--- src/hw/rtl/pp3d_pkg.sv ---
package pp3d_pkg;

  // Coordinate and arithmetic widths fixed by the point format.
  localparam int COORD_W  = 24;              // signed coordinate
  localparam int MAG_W    = 24;              // |a - b| of two coordinates
  localparam int SQ_W     = 2 * MAG_W;       // one squared component
  localparam int RAD_W    = SQ_W + 2;        // sum of three squares
  localparam int ROOT_W   = RAD_W / 2;       // floor square root
  localparam int SQRT_TOP = RAD_W - 2;       // highest even bit of the radicand

  localparam int IN_DATA_W  = 3 * COORD_W;   // x, y, z
  localparam int OUT_W      = 37;            // perimeter in hundredths
  localparam int OUT_DATA_W = 40;            // OUT_W padded to whole bytes

  typedef logic signed [COORD_W-1:0] coord_t;

  typedef struct packed {
    coord_t x;
    coord_t y;
    coord_t z;
  } point_t;

  // Command from the sequencer to the squared-distance unit.
  typedef struct packed {
    logic start;
    logic use_first;  // 1: distance to the first point, 0: to the previous one
  } dist_cmd_t;

endpackage

--- src/hw/rtl/pp3d_sqdist.sv ---
module pp3d_sqdist (
  input  logic                       clk,
  input  logic                       rst,
  input  pp3d_pkg::dist_cmd_t        cmd,
  input  pp3d_pkg::point_t           pt_new,
  input  pp3d_pkg::point_t           pt_prev,
  input  pp3d_pkg::point_t           pt_first,
  output logic                       done,
  output logic [pp3d_pkg::RAD_W-1:0] sq_sum
);
  import pp3d_pkg::*;

  // Three-stage pass over the components: difference, square, accumulate.
  localparam logic [2:0] MAG_LAST   = 3'd2;
  localparam logic [2:0] PROD_FIRST = 3'd1;
  localparam logic [2:0] PROD_LAST  = 3'd3;
  localparam logic [2:0] ACC_FIRST  = 3'd2;
  localparam logic [2:0] PASS_LAST  = 3'd4;

  logic             run;
  logic [2:0]       cnt;
  logic             use_first;
  logic [MAG_W-1:0] mag;
  logic [SQ_W-1:0]  prod;
  logic [RAD_W-1:0] acc;

  point_t           pt_ref;
  coord_t           ca;
  coord_t           cb;
  logic [COORD_W:0] diff;
  logic [MAG_W-1:0] mag_next;

  always_comb begin
    pt_ref = use_first ? pt_first : pt_prev;
    case (cnt)
      3'd0: begin
        ca = pt_new.x;
        cb = pt_ref.x;
      end
      3'd1: begin
        ca = pt_new.y;
        cb = pt_ref.y;
      end
      default: begin
        ca = pt_new.z;
        cb = pt_ref.z;
      end
    endcase
    diff     = {ca[COORD_W-1], ca} - {cb[COORD_W-1], cb};
    mag_next = diff[COORD_W] ? MAG_W'(-diff) : diff[MAG_W-1:0];
  end

  always_ff @(posedge clk) begin
    if (rst) begin
      run  <= 1'b0;
      cnt  <= '0;
      done <= 1'b0;
    end else begin
      done <= 1'b0;
      if (cmd.start) begin
        run <= 1'b1;
        cnt <= '0;
      end else if (run) begin
        if (cnt == PASS_LAST) begin
          run  <= 1'b0;
          done <= 1'b1;
        end else begin
          cnt <= cnt + 3'd1;
        end
      end
    end
  end

  always_ff @(posedge clk) begin
    if (cmd.start) begin
      use_first <= cmd.use_first;
      acc       <= '0;
    end else if (run) begin
      if (cnt <= MAG_LAST) begin
        mag <= mag_next;
      end
      if (cnt >= PROD_FIRST && cnt <= PROD_LAST) begin
        prod <= mag * mag;
      end
      if (cnt >= ACC_FIRST) begin
        acc <= acc + RAD_W'(prod);
      end
    end
  end

  assign sq_sum = acc;

endmodule

--- src/hw/rtl/pp3d_isqrt.sv ---
module pp3d_isqrt (
  input  logic                        clk,
  input  logic                        rst,
  input  logic                        start,
  input  logic [pp3d_pkg::RAD_W-1:0]  radicand,
  output logic                        done,
  output logic [pp3d_pkg::ROOT_W-1:0] root
);
  import pp3d_pkg::*;

  // Restoring square root, one result bit per cycle.
  logic             run;
  logic [RAD_W-1:0] rem;
  logic [RAD_W-1:0] acc;
  logic [RAD_W-1:0] bitv;
  logic [RAD_W:0]   trial;
  logic             fits;

  assign trial = {1'b0, acc} + {1'b0, bitv};
  assign fits  = {1'b0, rem} >= trial;

  always_ff @(posedge clk) begin
    if (rst) begin
      run  <= 1'b0;
      done <= 1'b0;
    end else begin
      done <= 1'b0;
      if (start) begin
        run <= 1'b1;
      end else if (run && bitv[0]) begin
        run  <= 1'b0;
        done <= 1'b1;
      end
    end
  end

  always_ff @(posedge clk) begin
    if (start) begin
      rem  <= radicand;
      acc  <= '0;
      bitv <= RAD_W'(1) << SQRT_TOP;
    end else if (run) begin
      if (fits) begin
        rem <= rem - trial[RAD_W-1:0];
        acc <= (acc >> 1) + bitv;
      end else begin
        acc <= acc >> 1;
      end
      bitv <= bitv >> 2;
    end
  end

  assign root = acc[ROOT_W-1:0];

endmodule

--- src/hw/rtl/polyline_perimeter_3d_core.sv ---
// Channel   Direction  Handshake            Contents
// s_*       in         s_tvalid / s_tready  one point: x, y, z in s_tdata, last point on s_tlast
// m_*       out        m_tvalid / m_tready  perimeter in hundredths, saturation flag on m_tuser
// cfg_*     in         cfg_valid / cfg_ready  closed_mode write
//
// The first point of a polyline is only stored. Every later point runs a segment
// pass: the squared distance on the shared 24x24 multiplier, then the bit-serial
// square root. A last point in closed mode runs that segment pass twice, then
// scales and emits the result. Reset (rst, synchronous) clears the polyline
// state, drops m_tvalid and sets closed_mode to 1. A stalled result word holds on
// m_* while the next points are taken; only the following result waits for
// m_tready.
module polyline_perimeter_3d_core #(
  parameter int FRAC_BITS = 10,
  parameter int SUM_WIDTH = 40
) (
  input  logic                             clk,
  input  logic                             rst,
  input  logic                             s_tvalid,
  output logic                             s_tready,
  // s_tdata from bit 0: x_coord[23:0], y_coord[23:0], z_coord[23:0]
  input  logic [pp3d_pkg::IN_DATA_W-1:0]   s_tdata,
  input  logic                             s_tlast,
  output logic                             m_tvalid,
  input  logic                             m_tready,
  // m_tdata from bit 0: perimeter_hundredths[36:0], then three zero bits
  output logic [pp3d_pkg::OUT_DATA_W-1:0]  m_tdata,
  // m_tuser: saturated
  output logic                             m_tuser,
  input  logic                             cfg_valid,
  output logic                             cfg_ready,
  input  logic                             cfg_data
);
  import pp3d_pkg::*;

  // Sequencer states.
  localparam logic [2:0] ST_IDLE  = 3'd0;
  localparam logic [2:0] ST_SQ    = 3'd1;
  localparam logic [2:0] ST_ROOT  = 3'd2;
  localparam logic [2:0] ST_SCALE = 3'd3;
  localparam logic [2:0] ST_EMIT  = 3'd4;

  // Width of the scaled sum; wide enough for sum * 100 and for the output slice.
  localparam int PROD_W = (SUM_WIDTH + 7 > OUT_W + FRAC_BITS) ?
                          SUM_WIDTH + 7 : OUT_W + FRAC_BITS;
  localparam logic [PROD_W-1:0] HALF = (FRAC_BITS > 0) ?
      (PROD_W'(1) << ((FRAC_BITS > 0) ? FRAC_BITS - 1 : 0)) : '0;
  localparam logic [SUM_WIDTH-1:0] SUM_MAX = {SUM_WIDTH{1'b1}};

  logic [2:0]           state;
  logic                 closed_mode;
  logic                 have_point;
  logic                 is_last;
  logic                 use_first;
  logic                 kick;
  point_t               pt;
  point_t               first_point;
  point_t               previous_point;
  logic [SUM_WIDTH-1:0] length_sum;
  logic                 sum_saturated;
  logic [PROD_W-1:0]    scaled;

  point_t               p_in;
  dist_cmd_t            dcmd;
  logic                 sq_done;
  logic [RAD_W-1:0]     sq_sum;
  logic                 root_done;
  logic [ROOT_W-1:0]    root;
  logic [SUM_WIDTH:0]   sum_total;
  logic [PROD_W-1:0]    sum_ext;
  logic [PROD_W-1:0]    rounded;
  logic                 in_fire;
  logic                 out_free;

  always_comb begin
    p_in.x = s_tdata[COORD_W-1:0];
    p_in.y = s_tdata[2*COORD_W-1:COORD_W];
    p_in.z = s_tdata[3*COORD_W-1:2*COORD_W];
  end

  assign s_tready  = (state == ST_IDLE);
  assign cfg_ready = 1'b1;
  assign in_fire   = s_tvalid && s_tready;
  assign out_free  = !m_tvalid || m_tready;

  assign dcmd.start     = kick;
  assign dcmd.use_first = use_first;

  // Squared distance between the held point and either the previous or the first point.
  pp3d_sqdist u_sqdist (
    .clk      (clk),
    .rst      (rst),
    .cmd      (dcmd),
    .pt_new   (pt),
    .pt_prev  (previous_point),
    .pt_first (first_point),
    .done     (sq_done),
    .sq_sum   (sq_sum)
  );

  // The square root starts the cycle the squared distance is ready.
  pp3d_isqrt u_isqrt (
    .clk      (clk),
    .rst      (rst),
    .start    (sq_done),
    .radicand (sq_sum),
    .done     (root_done),
    .root     (root)
  );

  // Saturating add: a carry out means the sum passed its maximum.
  assign sum_total = {1'b0, length_sum} + (SUM_WIDTH + 1)'(root);
  assign sum_ext   = PROD_W'(length_sum);
  assign rounded   = (scaled + HALF) >> FRAC_BITS;

  always_ff @(posedge clk) begin
    if (rst) begin
      state         <= ST_IDLE;
      closed_mode   <= 1'b1;
      have_point    <= 1'b0;
      kick          <= 1'b0;
      length_sum    <= '0;
      sum_saturated <= 1'b0;
      m_tvalid      <= 1'b0;
    end else begin
      kick <= 1'b0;
      if (cfg_valid && cfg_ready) begin
        closed_mode <= cfg_data;
      end
      if (m_tvalid && m_tready) begin
        m_tvalid <= 1'b0;
      end
      case (state)
        ST_IDLE: begin
          if (in_fire) begin
            if (!have_point) begin
              // A lone first point adds nothing, open or closed.
              have_point <= 1'b1;
              if (s_tlast) begin
                state <= ST_SCALE;
              end
            end else begin
              kick  <= 1'b1;
              state <= ST_SQ;
            end
          end
        end
        ST_SQ: begin
          if (sq_done) begin
            state <= ST_ROOT;
          end
        end
        ST_ROOT: begin
          if (root_done) begin
            if (sum_total[SUM_WIDTH]) begin
              length_sum    <= SUM_MAX;
              sum_saturated <= 1'b1;
            end else begin
              length_sum <= sum_total[SUM_WIDTH-1:0];
            end
            if (use_first || (is_last && !closed_mode)) begin
              state <= ST_SCALE;
            end else if (is_last) begin
              // Closing segment back to the first point.
              kick  <= 1'b1;
              state <= ST_SQ;
            end else begin
              state <= ST_IDLE;
            end
          end
        end
        ST_SCALE: begin
          state <= ST_EMIT;
        end
        ST_EMIT: begin
          if (out_free) begin
            m_tvalid      <= 1'b1;
            have_point    <= 1'b0;
            length_sum    <= '0;
            sum_saturated <= 1'b0;
            state         <= ST_IDLE;
          end
        end
        default: begin
          state <= ST_IDLE;
        end
      endcase
    end
  end

  // Data registers, no reset.
  always_ff @(posedge clk) begin
    if (in_fire) begin
      pt        <= p_in;
      is_last   <= s_tlast;
      use_first <= 1'b0;
      if (!have_point) begin
        first_point    <= p_in;
        previous_point <= p_in;
      end
    end
    if (state == ST_ROOT && root_done) begin
      if (!use_first) begin
        previous_point <= pt;
        use_first      <= 1'b1;
      end
    end
    if (state == ST_SCALE) begin
      // sum * 100 as sum * 64 + sum * 32 + sum * 4.
      scaled <= (sum_ext << 6) + (sum_ext << 5) + (sum_ext << 2);
    end
    if (state == ST_EMIT && out_free) begin
      m_tdata <= OUT_DATA_W'(rounded[OUT_W-1:0]);
      m_tuser <= sum_saturated;
    end
  end

endmodule

--- config.mk ---
export PLATFORM = sky130hd
export DESIGN_NAME = polyline_perimeter_3d_core
export DESIGN_NICKNAME = d
export VERILOG_FILES = /design/src/hw/rtl/pp3d_pkg.sv /design/src/hw/rtl/pp3d_sqdist.sv /design/src/hw/rtl/pp3d_isqrt.sv /design/src/hw/rtl/polyline_perimeter_3d_core.sv
export SDC_FILE = /design/constraint.sdc
export NUM_CORES = 2
export LEC_CHECK = 0
export BUFFER_PORTS_ARGS = -buffer_cell sky130_fd_sc_hd__buf_4
export CAP_MARGIN = 25
export CORE_MARGIN = 3
export CORE_UTILIZATION = 55
export DETAILED_ROUTE_END_ITERATION = 12
export HOLD_SLACK_MARGIN = 0.02
export PLACE_DENSITY = 0.71
export SYNTH_ARGS = -nofsm -noshare
export SYNTH_HDL_FRONTEND = slang
export SYNTH_SLANG_ARGS = --single-unit
--- constraint.sdc ---
create_clock -name clk -period 8 [get_ports clk]
set_clock_uncertainty 0.05 [all_clocks]
set_input_delay 1.2 -clock clk [delete_from_list [all_inputs] [get_ports clk]]
set_output_delay 1.2 -clock clk [all_outputs]
set_load 0.01 [all_outputs]
==> run summary <==
After clock tree synthesis, the repair step resized 0 gates. Following the worst setup path forward leads to its endpoint at u_sqdist.prod[43]$_DFFE_PP_. The count of buffers inserted at the top-level ports came out at 118. Along the worst hold path, the cell count comes to 2.

TritonCTS built the clock tree. Global routing finished with a remaining overflow of 0. The average vias per placed instance came out at 5.72. The final weighted congestion of routability-driven global placement came out at 0.951. The initial antenna violation count came to 2. The final max-slew violation count came to 0. The violation count after the first detailed-route iteration came out at 2,883. Among all flip-flop cells after synthesis, the most frequent one is sky130_fd_sc_hd__edfxtp_1. At the pin with the least slew margin, the transition time is 1.11 ns. The insertion delay of the later-clocked pin in the worst-skew pair is 0.63 ns.

Setup repair after global routing could not meet its margin everywhere. The worst-case headroom to the max-slew limit is 24.8%. The number of optimization iterations in the first detailed-route pass came out at 5. Measured on the finished design, the core utilization comes to 60.7%. The routed design has 126 mm of wire. The category of the worst setup path capture point is a flop.

The clock slew at the register clock pins of the worst setup and hold paths is 0.06 ns. The most critical setup path has its startpoint at u_sqdist.mag[3]$_DFFE_PP_. Counting the fill cells in the layout gives 8,191. The number of standard-cell rows in the floorplan is 113. In this run, synthesis inferred 343 flip-flops with an integrated enable. The startpoint identified for the worst register-to-register timing path is u_sqdist.mag[3]$_DFFE_PP_. The worst reg-to-reg setup slack is 0.21 ns. The total of flip-flops plus latches after synthesis came out at 596. The share of final-layout standard cells stronger than drive strength 1 came out at 6.39%. For this run, asynchronously set or reset flops after synthesis account for 0%. The number of warning messages in the yosys log is 0. The worst path arrival time came out at 8.10 ns. The sum of net half-perimeters after detailed placement is 96.4 mm. The largest total area in the synthesized netlist belongs to sky130_fd_sc_hd__edfxtp_1. Adding up every negative setup slack in the final design gives 0 ns.

After synthesis, the cell types taking the most area are sky130_fd_sc_hd__edfxtp_1, sky130_fd_sc_hd__fa_1, sky130_fd_sc_hd__ha_1, sky130_fd_sc_hd__dfxtp_1, sky130_fd_sc_hd__inv_1. The area of the die came out at 101,000 µm². The number of antenna-violating nets in the routed design is 0. The maximum number of buffers from clock root to sink is 3.

The total of endpoints with negative setup slack in the final report came out at 0. The final route contains 40,700 vias. The routed wire length per instance came out at 17.8 µm. The total DRC errors in the routed layout came out at 0. The number of setup buffers added after CTS is 0. The top achievable clock speed is 128 MHz. By startpoint and endpoint, the worst setup path is classified as flop to flop. The area fraction of the dominant cell type after synthesis came out at 19.2%. The number of distinct library cells after synthesis is 91. The post-synthesis average cell area came out at 9.34 µm². In this run the worst hold path is classified as flop to flop. The cts-stage hold buffer count came out at 0. The number of sinks on the clock net is 596. The die is 318 µm wide. The critical-path maximum fanout is 10. The run finished with clean final reports. The library cells used most frequently in the layout, excluding fill and tap cells, are sky130_fd_sc_hd__inv_1, sky130_fd_sc_hd__nand2_1, sky130_fd_sc_hd__fa_1, sky130_fd_sc_hd__ha_1, sky130_fd_sc_hd__a21oi_1.

From bottom edge to top edge, the die measures 318 µm. The final clock period utilization by the worst path came out at 97.4%. The cell at the root of the clock tree is sky130_fd_sc_hd__clkbuf_16. The sort of element at the start of the critical path is a flop.

The floorplan step defined a core boundary enclosing 95,900 µm². The layout-stage area growth over the synthesis result came out at 8.50%. The net count of the finished layout came out at 6,774. The maximum number of pins on one net before global-route repair is 145. Of the synthesized area, sequential elements account for 28.6%. The number of violations of the max-capacitance limit came out at 0. The worst register-to-register path ends at u_sqdist.prod[43]$_DFFE_PP_. The required time of the worst setup path is 8.30 ns. The top-level port count came out at 123. The most common library cell in the layout ignoring fill and taps is sky130_fd_sc_hd__inv_1. The number of instances in the synthesized netlist came out at 5,746.

The via count of the first global-routing pass came to 40,500. The final count of hold timing violations came out at 0. The initial cell density of the core came out at 56.0%. In this run, CTS created clock tree buffers numbering 69. The H-tree level count is 3. The total global-route track usage came out at 24.7%. The time the final worst path needs with I/O delays and setup came out at 7.79 ns. The first-pass GRT wire length is 208 mm.

For the worst flop-to-flop path, the logic depth is 25. The mapped netlist covers 53,600 µm².
==> sequential cells by signal (all words and copies together), names as in the netlist, 3 cells and up <==
signal / cells
first_point: 72
previous_point: 72
state: 3
u_sqdist.mag: 24
pt: 72
u_isqrt.rem: 50
u_sqdist.sq_sum: 50
scaled: 38
u_isqrt.bitv: 25
m_tdata: 37
length_sum: 40
u_sqdist.prod: 47
u_sqdist.cnt: 3
u_isqrt.acc: 50
==> final cells by class <==
class	instances	area, µm²	area share (%)
flip-flops and latches	596	15400	26.4
multi-input cells	4196	34800	59.7
clock buffers	98	1960	3.37
diodes	1	2.50	0.00430
clock inverters	28	302	0.518
inverters	733	2750	4.73
repair buffers	189	1470	2.53
well taps	1265	1580	2.72
==> worst min path at each step <==
stage / from / endpoint / slack (ns)
CTS: sum_saturated$_SDFFE_PP0P_ / m_tuser$_DFFE_PP_ / 0.43
detailed placement: sum_saturated$_SDFFE_PP0P_ / m_tuser$_DFFE_PP_ / 0.41
global route: sum_saturated$_SDFFE_PP0P_ / m_tuser$_DFFE_PP_ / 0.43
floorplan: sum_saturated$_SDFFE_PP0P_ / m_tuser$_DFFE_PP_ / 0.36
global placement: sum_saturated$_SDFFE_PP0P_ / m_tuser$_DFFE_PP_ / 0.41
finish: u_sqdist.sq_sum[15]$_SDFFE_PP0P_ / u_sqdist.sq_sum[15]$_SDFFE_PP0P_ / 0.43
==> Yosys cell counts (all sizes together), types with 10 or more instances <==
cell	number
a2111oi	10
a211oi	56
a21boi	13
a21o	144
a21oi	378
a221o	16
a221oi	18
a22o	18
a22oi	57
a311oi	43
a31oi	76
and2	142
and3	42
buf	33
clkbuf	190
dfxtp	253
edfxtp	343
fa	472
ha	438
inv	731
mux2	16
mux2i	117
nand2	583
nand2b	25
nand3	102
nand4	41
nor2	379
nor2b	53
nor3	71
nor4	11
o211ai	19
o21a	35
o21ai	219
o21bai	49
o31ai	34
o41ai	11
or2	15
or3	34
or4	11
xnor2	211
xor2	113
==> worst max-delay path, stage by stage (launching register included) <==
cell and delay, ns:
sky130_fd_sc_hd__edfxtp_1 0.53, sky130_fd_sc_hd__buf_4 0.27, sky130_fd_sc_hd__nand2_1 0.14, sky130_fd_sc_hd__fa_1 0.55, sky130_fd_sc_hd__inv_1 0.05, sky130_fd_sc_hd__fa_1 0.50
sky130_fd_sc_hd__fa_1 0.50, sky130_fd_sc_hd__inv_1 0.07, sky130_fd_sc_hd__fa_1 0.52, sky130_fd_sc_hd__inv_1 0.06, sky130_fd_sc_hd__fa_1 0.47, sky130_fd_sc_hd__fa_1 0.55
sky130_fd_sc_hd__inv_1 0.06, sky130_fd_sc_hd__fa_1 0.54, sky130_fd_sc_hd__inv_1 0.04, sky130_fd_sc_hd__ha_1 0.34, sky130_fd_sc_hd__a21oi_1 0.21, sky130_fd_sc_hd__nand2_1 0.10
sky130_fd_sc_hd__a211oi_1 0.33, sky130_fd_sc_hd__a211oi_1 0.17, sky130_fd_sc_hd__a41oi_1 0.41, sky130_fd_sc_hd__o21ai_2 0.12, sky130_fd_sc_hd__a31oi_2 0.29, sky130_fd_sc_hd__o41ai_4 0.14
sky130_fd_sc_hd__nor4b_1 0.16, sky130_fd_sc_hd__or3_1 0.37
==> through the flow <==
step / setup WS, ns / hold WS [ns] / area [µm²] / std cells
after floorplan: 0.582 / 0.359 / 53700 / 5748
after global placement: 0.311 / 0.413 / 55900 / 6978
after detailed placement: 0.182 / 0.410 / 55900 / 6978
after CTS: 0.189 / 0.430 / 58200 / 7104
after global routing: -0.105 / 0.432 / 58200 / 7105
final: 0.208 / 0.433 / 58200 / 7106
==> kinds of logic (layout without fill, tap and decap cells) <==
family                     Yosys count  in the layout  share of synthesized area, %
xor gates and xnor gates           324            324                          5.29
adders and majority gates          910            910                          27.8
buffers and inverters              956           1048                          6.75
other                                2              5                        0.0140
DFF                                596            596                          28.6
muxes                              133            133                          2.52
and+or+nand+nor                   1540           1540                          13.2
AOI/OAI and AO/OA                 1285           1285                          15.7
==> routing by layer <==
layer / global-route usage, % / vias to the layer above / share of wire [%]
li1: - / 19800 / -
met1: 34.1 / 19700 / 45
met2: 40.9 / 947 / 47
met3: 3.37 / 177 / 5.2
met4: 6.83 / 0 / 2.6
met5: 0 / - / 0
Power is left out: the tool's default activity adds up to more than one toggle a clock period on the data nets, which glitch-free logic cannot reach.
